[config.mk]
export PLATFORM = sky130hd
export DESIGN_NAME = rpc_retransmit_reply_match_top
export DESIGN_NICKNAME = d
export VERILOG_FILES = /design/src/design/rrm_pkg.sv /design/src/design/rrm_cfg.sv /design/src/design/rrm_core.sv /design/src/design/rpc_retransmit_reply_match_top.sv
export VERILOG_INCLUDE_DIRS = /design/src /design/src/design
export SDC_FILE = /design/constraint.sdc
export NUM_CORES = 1
export LEC_CHECK = 0
export ABC_AREA = 1
export ABC_CLOCK_PERIOD_IN_PS = 4100
export BUFFER_PORTS_ARGS = -buffer_cell sky130_fd_sc_hd__buf_2
export CAP_MARGIN = 20
export CORE_ASPECT_RATIO = 1.5
export CORE_MARGIN = 3
export CORE_UTILIZATION = 60
export DETAILED_ROUTE_END_ITERATION = 7
export PLACE_DENSITY = 0.92
export SLEW_MARGIN = 20
export SYNTH_ARGS = -nofsm -noshare
export SYNTH_HDL_FRONTEND = slang
export SYNTH_SLANG_ARGS = --single-unit
export TNS_END_PERCENT = 5
[constraint.sdc]
create_clock -name clk -period 4.1 [get_ports clk]
set_input_delay 0.615 -clock clk [delete_from_list [all_inputs] [get_ports clk]]
set_output_delay 0.615 -clock clk [all_outputs]
set_load 0.02 [all_outputs]
[src/design/assert_macros.svh]
// Assertion macros shared by the RTL files.
// Needs clk and rst_n in the scope where a macro is used.
`ifndef ASSERT_MACROS_SVH
`define ASSERT_MACROS_SVH

// Condition that must hold at every clock edge out of reset.
`define RRM_ASSERT_ALWAYS(lbl, prop, msg) \
    lbl: assert property (@(posedge clk) disable iff (!rst_n) (prop)) else $error(msg);

// Consequence that must hold in the cycle after the trigger.
`define RRM_ASSERT_NEXT(lbl, trig, cons, msg) \
    lbl: assert property (@(posedge clk) disable iff (!rst_n) (trig) |=> (cons)) \
        else $error(msg);

`endif

[src/design/rrm_pkg.sv]
// Shared types and codes for the retransmit / reply match block.
// No dependencies.
`timescale 1ns / 1ps

package rrm_pkg;

    localparam int CfgIdxW  = 3;
    localparam int CfgDataW = 16;

    localparam logic [CfgIdxW-1:0] CFG_FIRST_WAIT   = 3'd0;
    localparam logic [CfgIdxW-1:0] CFG_WAIT_CEILING = 3'd1;
    localparam logic [CfgIdxW-1:0] CFG_RETRY_LIMIT  = 3'd2;
    localparam logic [CfgIdxW-1:0] CFG_SOFT_MODE    = 3'd3;
    localparam logic [CfgIdxW-1:0] CFG_REPLY_CODE   = 3'd4;
    localparam logic [CfgIdxW-1:0] CFG_ACK_CODE     = 3'd5;
    localparam logic [CfgIdxW-1:0] CFG_ALLOC_CODE   = 3'd6;

    localparam logic [2:0] OP_START = 3'd0;
    localparam logic [2:0] OP_TICK  = 3'd1;
    localparam logic [2:0] OP_HDR   = 3'd2;
    localparam logic [2:0] OP_ABORT = 3'd3;
    localparam logic [2:0] OP_XERR  = 3'd4;

    localparam logic [2:0] ACT_NONE    = 3'd0;
    localparam logic [2:0] ACT_SEND    = 3'd1;
    localparam logic [2:0] ACT_DISCARD = 3'd2;
    localparam logic [2:0] ACT_REPLY   = 3'd3;
    localparam logic [2:0] ACT_TIMEOUT = 3'd4;
    localparam logic [2:0] ACT_INTR    = 3'd5;
    localparam logic [2:0] ACT_XERR    = 3'd6;

    localparam logic [1:0] SZ_SHORT = 2'd0;
    localparam logic [1:0] SZ_EXACT = 2'd1;

    typedef struct packed {
        logic [15:0] first_wait;
        logic [15:0] wait_ceiling;
        logic [7:0]  retry_limit;
        logic        soft_mode;
        logic [15:0] reply_code;
        logic [15:0] ack_code;
        logic [15:0] alloc_code;
    } cfg_t;

    typedef struct packed {
        logic [2:0]  opcode;
        logic [15:0] req_type;
        logic [7:0]  req_sequence;
        logic [15:0] req_conn;
        logic [1:0]  rx_size_class;
        logic [15:0] rx_type;
        logic [7:0]  rx_sequence;
        logic [15:0] rx_conn;
    } item_t;

    typedef struct packed {
        logic [2:0]  action;
        logic [16:0] wait_ticks;
        logic        cap_notice;
        logic        stall_notice;
        logic        recover_notice;
    } res_t;

endpackage

[src/design/rrm_cfg.sv]
// Configuration register file for the retransmit / reply match block.
// Depends on rrm_pkg.
`timescale 1ns / 1ps

module rrm_cfg
    import rrm_pkg::*;
(
    input  logic                clk,
    input  logic                rst_n,
    input  logic                cfg_wr_en,
    input  logic [CfgIdxW-1:0]  cfg_index,
    input  logic [CfgDataW-1:0] cfg_data,
    output cfg_t                cfg
);

    cfg_t cfg_reg;

    always_ff @(posedge clk or negedge rst_n)
    begin
        if (!rst_n)
        begin
            cfg_reg.first_wait   <= 16'd70;
            cfg_reg.wait_ceiling <= 16'd1000;
            cfg_reg.retry_limit  <= 8'd5;
            cfg_reg.soft_mode    <= 1'b0;
            cfg_reg.reply_code   <= 16'd13107;
            cfg_reg.ack_code     <= 16'd39321;
            cfg_reg.alloc_code   <= 16'd4369;
        end
        else if (cfg_wr_en)
        begin
            case (cfg_index)
                CFG_FIRST_WAIT:   cfg_reg.first_wait   <= cfg_data;
                CFG_WAIT_CEILING: cfg_reg.wait_ceiling <= cfg_data;
                CFG_RETRY_LIMIT:  cfg_reg.retry_limit  <= cfg_data[7:0];
                CFG_SOFT_MODE:    cfg_reg.soft_mode    <= cfg_data[0];
                CFG_REPLY_CODE:   cfg_reg.reply_code   <= cfg_data;
                CFG_ACK_CODE:     cfg_reg.ack_code     <= cfg_data;
                CFG_ALLOC_CODE:   cfg_reg.alloc_code   <= cfg_data;
                default:          ;
            endcase
        end
    end

    assign cfg = cfg_reg;

endmodule

[src/design/rrm_core.sv]
// Request state and per-item update: retry/backoff, wait clamp, header match.
// Depends on rrm_pkg.
`timescale 1ns / 1ps

module rrm_core
    import rrm_pkg::*;
(
    input  logic  clk,
    input  logic  rst_n,
    input  logic  fire,
    input  item_t item,
    input  cfg_t  cfg,
    output res_t  res
);

    logic        busy_reg, busy_next;
    logic [15:0] held_type_reg, held_type_next;
    logic [7:0]  held_seq_reg, held_seq_next;
    logic [15:0] held_conn_reg, held_conn_next;
    logic [7:0]  retry_reg, retry_next;
    logic [16:0] cur_wait_reg, cur_wait_next;
    logic [15:0] base_wait_reg, base_wait_next;
    logic [16:0] countdown_reg, countdown_next;
    logic        major_reg, major_next;
    logic        ack_reg, ack_next;

    logic        arm;
    logic [16:0] cand;
    logic [16:0] cnt_step;
    logic [16:0] max17;
    logic        over;
    logic [16:0] cur_dbl;
    logic [15:0] base_dbl;
    logic [2:0]  act;
    logic        stall_ev;
    logic        recover_ev;
    logic        is_match;

    assign max17    = {1'b0, cfg.wait_ceiling};
    assign cur_dbl  = cur_wait_reg[16] ? 17'h1FFFF : {cur_wait_reg[15:0], 1'b0};
    assign base_dbl = base_wait_reg[15] ? 16'hFFFF : {base_wait_reg[14:0], 1'b0};
    assign is_match = (item.rx_size_class != SZ_SHORT) && (item.rx_type == cfg.reply_code)
                      && ((held_type_reg == cfg.alloc_code)
                          || ((item.rx_sequence == held_seq_reg)
                              && (item.rx_conn == held_conn_reg)));

    always_comb
    begin
        busy_next      = busy_reg;
        held_type_next = held_type_reg;
        held_seq_next  = held_seq_reg;
        held_conn_next = held_conn_reg;
        retry_next     = retry_reg;
        base_wait_next = base_wait_reg;
        major_next     = major_reg;
        ack_next       = ack_reg;
        cnt_step       = countdown_reg;
        cand           = cur_wait_reg;
        arm            = 1'b0;
        act            = ACT_NONE;
        stall_ev       = 1'b0;
        recover_ev     = 1'b0;
        case (item.opcode)
            OP_START:
            begin
                held_type_next = item.req_type;
                held_seq_next  = item.req_sequence;
                held_conn_next = item.req_conn;
                busy_next      = 1'b1;
                retry_next     = 8'd0;
                major_next     = 1'b0;
                ack_next       = 1'b0;
                base_wait_next = cfg.first_wait;
                cand           = {1'b0, cfg.first_wait};
                arm            = 1'b1;
                act            = ACT_SEND;
            end
            OP_TICK:
            begin
                if (busy_reg)
                begin
                    if (countdown_reg > 17'd1)
                    begin
                        cnt_step = countdown_reg - 17'd1;
                    end
                    else
                    begin
                        cnt_step = 17'd0;
                        if (retry_reg < cfg.retry_limit)
                        begin
                            retry_next = retry_reg + 8'd1;
                            cand       = cur_dbl;
                            arm        = 1'b1;
                            act        = ACT_SEND;
                        end
                        else if (cfg.soft_mode)
                        begin
                            busy_next = 1'b0;
                            act       = ACT_TIMEOUT;
                        end
                        else
                        begin
                            retry_next     = 8'd1;
                            cand           = {base_wait_reg, 1'b0};
                            base_wait_next = base_dbl;
                            stall_ev       = ~major_reg;
                            major_next     = 1'b1;
                            arm            = 1'b1;
                            act            = ACT_SEND;
                        end
                    end
                end
            end
            OP_HDR:
            begin
                act = ACT_DISCARD;
                if (busy_reg)
                begin
                    if ((item.rx_size_class == SZ_EXACT) && (item.rx_type == cfg.ack_code))
                    begin
                        retry_next = 8'd0;
                        cand       = max17;
                        ack_next   = 1'b1;
                        arm        = 1'b1;
                    end
                    else if (is_match)
                    begin
                        recover_ev = major_reg;
                        busy_next  = 1'b0;
                        act        = ACT_REPLY;
                    end
                    else
                    begin
                        arm = 1'b1;
                    end
                end
            end
            OP_ABORT:
            begin
                if (busy_reg)
                begin
                    busy_next = 1'b0;
                    act       = ACT_INTR;
                end
            end
            OP_XERR:
            begin
                if (busy_reg)
                begin
                    busy_next = 1'b0;
                    act       = ACT_XERR;
                end
            end
            default: ;
        endcase
    end

    // arming clamps to the maximum, then reloads the countdown
    assign over           = arm && (cand > max17);
    assign cur_wait_next  = over ? max17 : cand;
    assign countdown_next = arm ? cur_wait_next : cnt_step;

    always_ff @(posedge clk or negedge rst_n)
    begin
        if (!rst_n)
        begin
            busy_reg      <= 1'b0;
            held_type_reg <= '0;
            held_seq_reg  <= '0;
            held_conn_reg <= '0;
            retry_reg     <= '0;
            cur_wait_reg  <= '0;
            base_wait_reg <= '0;
            countdown_reg <= '0;
            major_reg     <= 1'b0;
            ack_reg       <= 1'b0;
        end
        else if (fire)
        begin
            busy_reg      <= busy_next;
            held_type_reg <= held_type_next;
            held_seq_reg  <= held_seq_next;
            held_conn_reg <= held_conn_next;
            retry_reg     <= retry_next;
            cur_wait_reg  <= cur_wait_next;
            base_wait_reg <= base_wait_next;
            countdown_reg <= countdown_next;
            major_reg     <= major_next;
            ack_reg       <= ack_next;
        end
    end

    assign res.action         = act;
    assign res.wait_ticks     = cur_wait_next;
    assign res.cap_notice     = over && !ack_next;
    assign res.stall_notice   = stall_ev;
    assign res.recover_notice = recover_ev;

endmodule

[src/design/rpc_retransmit_reply_match_top.sv]
// Top level: input register, request core, result register, config registers.
// Depends on rrm_pkg, rrm_cfg, rrm_core and assert_macros.svh.
//
//   channel  direction  handshake            payload
//   in       to block   in_valid / in_stall  opcode, req_*, rx_*
//   out      from block out_valid / out_stall action, wait_ticks, *_notice
//   cfg      to block   cfg_wr_en            cfg_index, cfg_data
//
// One item per cycle while out_stall is low; each result is held in the result register.
// The request core updates state when an item leaves the input register.
// in_stall rises only when both input and result registers hold items and out_stall is high.
// Reset clears handshake and request state and loads the default configuration.
`timescale 1ns / 1ps

module rpc_retransmit_reply_match_top
    import rrm_pkg::*;
(
    input  logic                clk,
    input  logic                rst_n,
    input  logic                in_valid,
    output logic                in_stall,
    input  logic [2:0]          opcode,
    input  logic [15:0]         req_type,
    input  logic [7:0]          req_sequence,
    input  logic [15:0]         req_conn,
    input  logic [1:0]          rx_size_class,
    input  logic [15:0]         rx_type,
    input  logic [7:0]          rx_sequence,
    input  logic [15:0]         rx_conn,
    output logic                out_valid,
    input  logic                out_stall,
    output logic [2:0]          action,
    output logic [16:0]         wait_ticks,
    output logic                cap_notice,
    output logic                stall_notice,
    output logic                recover_notice,
    input  logic                cfg_wr_en,
    input  logic [CfgIdxW-1:0]  cfg_index,
    input  logic [CfgDataW-1:0] cfg_data
);

`include "assert_macros.svh"

    cfg_t  cfg;
    item_t item_reg;
    logic  item_valid_reg;
    res_t  res;
    res_t  res_reg;
    logic  res_valid_reg;
    logic  in_take;
    logic  fire;

    assign fire     = item_valid_reg && (!res_valid_reg || !out_stall);
    assign in_stall = item_valid_reg && res_valid_reg && out_stall;
    assign in_take  = in_valid && !in_stall;

    rrm_cfg u_cfg (
        .clk       (clk),
        .rst_n     (rst_n),
        .cfg_wr_en (cfg_wr_en),
        .cfg_index (cfg_index),
        .cfg_data  (cfg_data),
        .cfg       (cfg)
    );

    rrm_core u_core (
        .clk   (clk),
        .rst_n (rst_n),
        .fire  (fire),
        .item  (item_reg),
        .cfg   (cfg),
        .res   (res)
    );

    always_ff @(posedge clk or negedge rst_n)
    begin
        if (!rst_n)
        begin
            item_valid_reg <= 1'b0;
            res_valid_reg  <= 1'b0;
        end
        else
        begin
            item_valid_reg <= in_take || (item_valid_reg && !fire);
            res_valid_reg  <= fire || (res_valid_reg && out_stall);
        end
    end

    always_ff @(posedge clk)
    begin
        if (in_take)
        begin
            item_reg.opcode        <= opcode;
            item_reg.req_type      <= req_type;
            item_reg.req_sequence  <= req_sequence;
            item_reg.req_conn      <= req_conn;
            item_reg.rx_size_class <= rx_size_class;
            item_reg.rx_type       <= rx_type;
            item_reg.rx_sequence   <= rx_sequence;
            item_reg.rx_conn       <= rx_conn;
        end
        if (fire)
        begin
            res_reg <= res;
        end
    end

    assign out_valid      = res_valid_reg;
    assign action         = res_reg.action;
    assign wait_ticks     = res_reg.wait_ticks;
    assign cap_notice     = res_reg.cap_notice;
    assign stall_notice   = res_reg.stall_notice;
    assign recover_notice = res_reg.recover_notice;

    `RRM_ASSERT_ALWAYS(a_stall_needs_full, !in_stall || (item_valid_reg && res_valid_reg),
        "in_stall without both stages full")
    `RRM_ASSERT_NEXT(a_fire_fills_out, fire, res_valid_reg,
        "processed item lost before result register")
    `RRM_ASSERT_ALWAYS(a_recover_is_reply, !(out_valid && recover_notice) || (action == ACT_REPLY),
        "recover notice without reply")
    `RRM_ASSERT_ALWAYS(a_stall_is_send, !(out_valid && stall_notice) || (action == ACT_SEND),
        "not-responding notice without send")

endmodule

Word-level counts from Yosys, hierarchy flattened
Index checks and enable logic that the tools add are counted.
{ "totals": {"regBits": 300, "out_inout_bits": 25, "wordCells": 164} }
{ "op_classes": {"addsub": 2, "order_cmp": 3, "eq_ne": 23, "mux": 55, "bitwise_logic": 5, "n_reduce_logical": 44} }
{ "op_table": {"columns": ["op", "count"], "rows": [
  ["$mux 17", 12],
  ["$mux 16", 5],
  ["$eq 16x16->1", 4],
  ["$pmux 17 s3", 1],
  ["$mux 8", 6],
  ["$pmux 16 s2", 1],
  ["$mux 3", 8],
  ["$pmux 8 s3", 1],
  ["$reduce_and 2->1", 9],
  ["$gt 17x1->1 const B", 1],
  ["$gt 17x16->1", 1],
  ["$sub 17x1->17 const B", 1],
  ["$mux 1", 16],
  ["$pmux 3 s5", 1],
  ["$eq 3x2->1 const B", 4],
  ["$eq 3x3->1 const B", 4],
  ["$logic_and 1x1->1", 12],
  ["$add 8x1->8 const B", 1],
  ["$eq 8x8->1", 1],
  ["$lt 8x8->1", 1],
  ["$reduce_bool 2->1", 4],
  ["$reduce_and 7->1", 1],
  ["$eq 3x1->1 const B", 2],
  ["$logic_not 3->1", 2],
  ["17 further kinds", 33]
]} }

Longest topological paths before layout
{ "depth": {"word_depth": 11, "ltp_mapped": 34, "depth_no_buf": 33} }

By module
Synthesis repeated with hierarchy kept, for this count alone.
{ "unflattened": {"hier_cells": 1786, "hier_area_um2": 14980.6} }
{ "by_module_without_submodules": {"columns": ["mod", "n_inst", "cells_each", "area_per_inst_um2", "seq_area_each_um2"], "rows": [
  ["rrm_core", 1, 1272, 8115.3, 2527.4],
  ["rrm_cfg", 1, 394, 3527.1, 2265.9],
  ["rpc_retransmit_reply_match_top", 1, 120, 3338.2, 3293.2]
]} }

Worst setup path before layout
Ideal clock, no wire load.
{ "synth_path": {"kind": "register to register", "start": "register u_cfg.cfg_reg (netlist bit u_cfg.cfg[51])", "end": "register res_reg (netlist bit wait_ticks[13]), data pin", "arrival_ps": 3306, "required_time_ps": 3844, "path_slack_ps": 539, "path_stages_with_launch": 30, "synth_period_minus_slack_ps": 3561, "path_cell_list": "dfstp_2 -> inv_1 -> ha_1 -> nand2_1 -> o21bai_1 -> nand2_1 -> nand2_1 -> nand2_2 -> buf_2 -> buf_2 -> o21ai_0 -> o211ai_1 -> nand4_1 -> ha_1 -> nand2_1 -> nor2_1 -> nand3b_1 -> nand3_1 -> nand2_1 -> nand2_1 -> nand2_1 -> nand2_1 -> nand2_1 -> nand2_1 -> nand2_1 -> nand2_8 -> nand2_4 -> buf_12 -> nand2_2 -> nand2_2"} }
{ "synth_lines": {"columns": ["item", "line", "rtl"], "rows": [
  ["start: declaration", "rrm_cfg.sv:16", "cfg_t cfg_reg;"],
  ["end signal: assignment", "rpc_retransmit_reply_match_top.sv:104", "res_reg <= res;"],
  ["end: declaration", "rpc_retransmit_reply_match_top.sv:48", "res_t res_reg;"]
]} }

==> results_tabular.tex <==
\begin{tabular}{lr}
\hline
Metric & Value \\
\hline
\multicolumn{2}{l}{\textbf{Clock network}} \\
\quad Clock root buffer master & clkbuf\_16 \\
\quad Clock-pin transition on the worst setup and hold timing paths & roughly 0.07 ns \\
\quad Clk Latency, worst-skew pair & $\sim$0.55 ns \\
\quad Clock tree from TritonCTS & built \\
\quad Number of buffers between clock root and the deepest sink & 3 \\
\quad Clock buffer count from CTS & 28 \\
\quad H-tree lvl count & 1 \\
\quad Clock sink count & 300 \\
\multicolumn{2}{l}{\textbf{Logic synthesis}} \\
\quad Multiplexer fraction of the synthesized cell area & 0.0314 \\
\quad Most area-consuming cells after synthesis & dfrtp\_1 28\%, edfxtp\_1 23\%, nand2\_1 9.7\% \\
\quad Portion of synthesized cell area occupied by the leading cell type & 0.281 \\
\quad Post-synthesis compound-gate area fraction & 0.0898 \\
\quad Library cell with the largest summed area after synthesis & dfrtp\_1 \\
\quad Number of flops mapped to enable cells by yosys & 108 \\
\quad Largest family of logic cells by synthesized area & simple AND/OR/NAND/NOR gates \\
\quad Xor/xnor share of the synthesized area & 0.0367 \\
\quad Yosys Warn Count & 0 \\
\quad Netlist area before placement & about 14000 um\^{}2 \\
\quad Adder-cell share of the synthesized area & 0.0227 \\
\quad Flip-flop and latch count after synthesis & 300 \\
\quad Average size of a mapped cell & 9.50 um\^{}2 \\
\quad Area share of and/or/nand/nor cells after synthesis & 0.202 \\
\quad Sequential fraction of the synthesis area & 0.564 \\
\quad Synth unique cells & 48 \\
\quad Mapped Cells & 1508 \\
\quad Post-synthesis async set-or-reset flop share & 0.640 \\
\quad Most repeated cell in the gate-level netlist after synthesis & nand2\_1 \\
\quad List of most frequent post-synthesis cells & 371 x nand2\_1, 161 x dfrtp\_1, 145 x nor2\_1, 145 x o21ai\_0, 128 x inv\_1 \\
\quad Most used flip-flop cell after synthesis & dfrtp\_1 \\
\quad Number of nets in the synthesized netlist & about 1600 \\
\multicolumn{2}{l}{\textbf{Detailed routing}} \\
\quad Detailed Route Iter0 Violations & between 1000 and 1500 \\
\quad Via density per instance & just under 6 \\
\quad Residual DRC & 0 \\
\quad Routed Wire Length & between 30 and 40 mm \\
\quad Wire length per cell after detailed routing & roughly 19 um \\
\quad Count of nets left with antenna violations after detail routing & 0 \\
\quad TritonRoute pass-1 iters & 5 \\
\quad Number of vias in the routed layout & roughly 11000 \\
\multicolumn{2}{l}{\textbf{Critical path}} \\
\quad Most frequent cell on the critical path & nand2\_1 \\
\quad Critical path arrival & 4.30 ns \\
\quad Cell type of the slowest stage on the worst timing path & dfstp\_2 \\
\quad Worst setup path class & reg -> reg \\
\quad Startpoint types & register \\
\quad Worst path required time & around 4.6 ns \\
\quad Critical-path maximum fanout & 9 \\
\quad Crit path max-delay family & simple AND/OR/NAND/NOR gates \\
\quad Critical Path Sink Type & register \\
\quad CP Buf/Inv Count & 4 \\
\quad Delay contributed by the slowest stage of the critical path & 0.54 ns \\
\multicolumn{2}{l}{\textbf{Timing}} \\
\quad Final Cycle Share & 0.934 \\
\quad Setup violations, final & 0 \\
\quad Setup\_tns & 0 ns \\
\quad Tightest slew margin relative to the limit & 0.363 \\
\quad Number of pins exceeding their max-slew limit in the final report & 0 \\
\quad Slack of the critical path & $\sim$0.27 ns \\
\quad Final hold slack & 0.138 ns \\
\quad Final hold violations & 0 \\
\quad Maximum clock frequency & between 200 and 300 MHz \\
\quad Tightest Pin Transition & between 0.9 and 1 ns \\
\quad Maximum clock skew at final layout & around 0.017 ns \\
\quad Post-route minimum period & roughly 3.8 ns \\
\multicolumn{2}{l}{\textbf{Layout}} \\
\quad Count of inserted antenna diode cells & 0 \\
\quad Max reg flops & a little under 90 \\
\quad Layout overhead on the synthesized area & 14.8\% \\
\quad Fillcell total & 1614 \\
\quad Total Nets Final & around 1800 \\
\quad Final Core Density & 0.708 \\
\quad Layout cell share with drive strength beyond 1 & 0.202 \\
\multicolumn{2}{l}{\textbf{Power}} \\
\quad Part of the power in registers & 0.455 \\
\quad Total power of the final layout & about 9.8 mW \\
\quad P\_sw & 3.27 mW \\
\quad Power density of the placed cells & around 600 nW/um\^{}2 \\
\quad Switching portion of total power & 0.332 \\
\quad Internal portion of total power & around 6.6 mW \\
\quad Lkg Pwr & approximately 7.4 nW \\
\quad Combinational share of power & 0.251 \\
\quad Maximum vdd drop & 515 uV \\
\quad Clock power share & 0.294 \\
\multicolumn{2}{l}{\textbf{Die}} \\
\quad Num ports & between 100 and 150 \\
\quad Die Y-Extent & between 150 and 200 um \\
\quad Effective utilization at floorplan & 0.617 \\
\quad Standard-cell row count & 68 \\
\quad Core area & about 23000 um\^{}2 \\
\quad Area of the die & 25800 um\^{}2 \\
\quad X dimension of the die & 132 um \\
\multicolumn{2}{l}{\textbf{Placed design}} \\
\quad HPWL reported at the end of detailed placement & $\sim$27 mm \\
\quad Post-place setup slack & 0.0800 ns \\
\quad Count of buffers inserted at the top-level ports & roughly 130 \\
\quad Weighted congestion reported at the end of routability-driven placement & between 0.9 and 1 \\
\multicolumn{2}{l}{\textbf{Hold path}} \\
\quad Class of the tightest hold or removal check & in -> async \\
\multicolumn{2}{l}{\textbf{Run}} \\
\quad Max-cap violations & 0 \\
\multicolumn{2}{l}{\textbf{Global routing}} \\
\quad GRT Total Usage & 0.293 \\
\quad Overflow after GRT & 0 \\
\quad Vias in the first global route & 11800 \\
\quad Global-route wire length before repair & between 60 and 70 mm \\
\quad Initial antenna violation count & 0 \\
\quad Pin count of the biggest net entering global routing & 95 \\
\multicolumn{2}{l}{\textbf{Outcome}} \\
\quad Run status & completed \\
\hline
\end{tabular}
## logic make-up (layout without fill, tap and decap cells)
kind of cell	count (synthesis)	in the layout
xor gates and xnor gates	60	60
buffers and inverters	184	346
and+or+nand+nor	667	667
DFF	300	300
adders and majority gates	26	26
muxes	40	40
AOI/OAI and AO/OA	231	231
## layout make-up
class	instances	area, um^2	share of cell area
tap	315	394	0.0240
clock inverter	20	267	0.0162
multi-input combinational	1024	5540	0.337
timing repair buffer	159	898	0.0546
sequential	300	8090	0.492
clock buffer	32	758	0.0461
inverter	135	510	0.0310
## layer usage
| metal | vias to the layer above | wire length, um | global-route usage |
|---|---|---|---|
| li1 | 5278 | - | - |
| met1 | 5419 | 13200 | 0.318 |
| met2 | 569 | 19800 | 0.535 |
| met3 | 180 | 2140 | 0.0392 |
| met4 | 0 | 2740 | 0.189 |
| met5 | - | 0 | 0 |
## path summary, 6_finish.rpt
path | from | slack, ns | depth (start not counted) | to
max in group asynchronous | rst_n | 3.01 | 2 | u_core.countdown_reg[8]
min reg2reg | item_reg[46] | 0.47 | 1 | u_core.held_conn_reg[4]
max reg2reg | u_cfg.cfg[51] | 0.27 | 31 | u_core.cur_wait_reg[3]
min in group clk | rx_type[0] | 0.23 | 1 | item_reg[24]
max | u_cfg.cfg[51] | 0.27 | 31 | u_core.cur_wait_reg[3]
min | rst_n | 0.14 | 1 | u_cfg.cfg[52]
## worst register-to-register path: cells and delay by family (launching register included)
family	cells	cell delay (ns)
and+or+nand+nor	23	2.04
AOI/OAI and AO/OA	2	0.24
adders and majority gates	2	0.54
DFF	1	0.54
buffers and inverters	4	0.44
## repair_timing
action | 4_1_cts | 5_1_grt
hold buffers | 0 | 0
buffers inserted | 0 | 5
gates resized for setup | 0 | 14
hold endpoints to repair | 0 | 0
setup endpoints to repair | 0 | 49
## power groups by stage
stage	registers (mW)	clock network, mW	logic (mW)
6_report	4.48	2.89	2.47
5_1_grt	4.54	3.03	2.77
4_1_cts	4.45	2.91	2.41
3_5_place_dp	4.48	0	2.36
3_3_place_gp	4.45	0	2.25
2_1_floorplan	4.34	0	1.74
## metrics by stage
| stage | cells | area [um^2] |
|---|---|---|
| final | 1985 | 16500 |
| after global routing | 1985 | 16500 |
| after CTS | 1980 | 16400 |
| after detailed placement | 1928 | 15300 |
| after global placement | 1928 | 15300 |
| after floorplan | 1508 | 14300 |
## placed cells by master, fill, tap and decap left out, types with 11 or more instances in the layout
| cell type | n |
|---|---|
| dfstp_2 | 31 |
| edfxtp_1 | 108 |
| a21oi_1 | 28 |
| ha_1 | 26 |
| nor2_2 | 11 |
| nand4_1 | 28 |
| nor2_1 | 139 |
| dfrtp_1 | 160 |
| buf_2 | 132 |
| o21ai_0 | 145 |
| mux2_2 | 40 |
| nand2_2 | 16 |
| o22ai_1 | 21 |
| o211ai_1 | 12 |
| xor2_1 | 15 |
| inv_1 | 126 |
| nand2_1 | 370 |
| xnor2_1 | 44 |
| buf_4 | 23 |
| nand3_1 | 64 |
| clkbuf_16 | 30 |
Power figures use the tool's default switching activity.
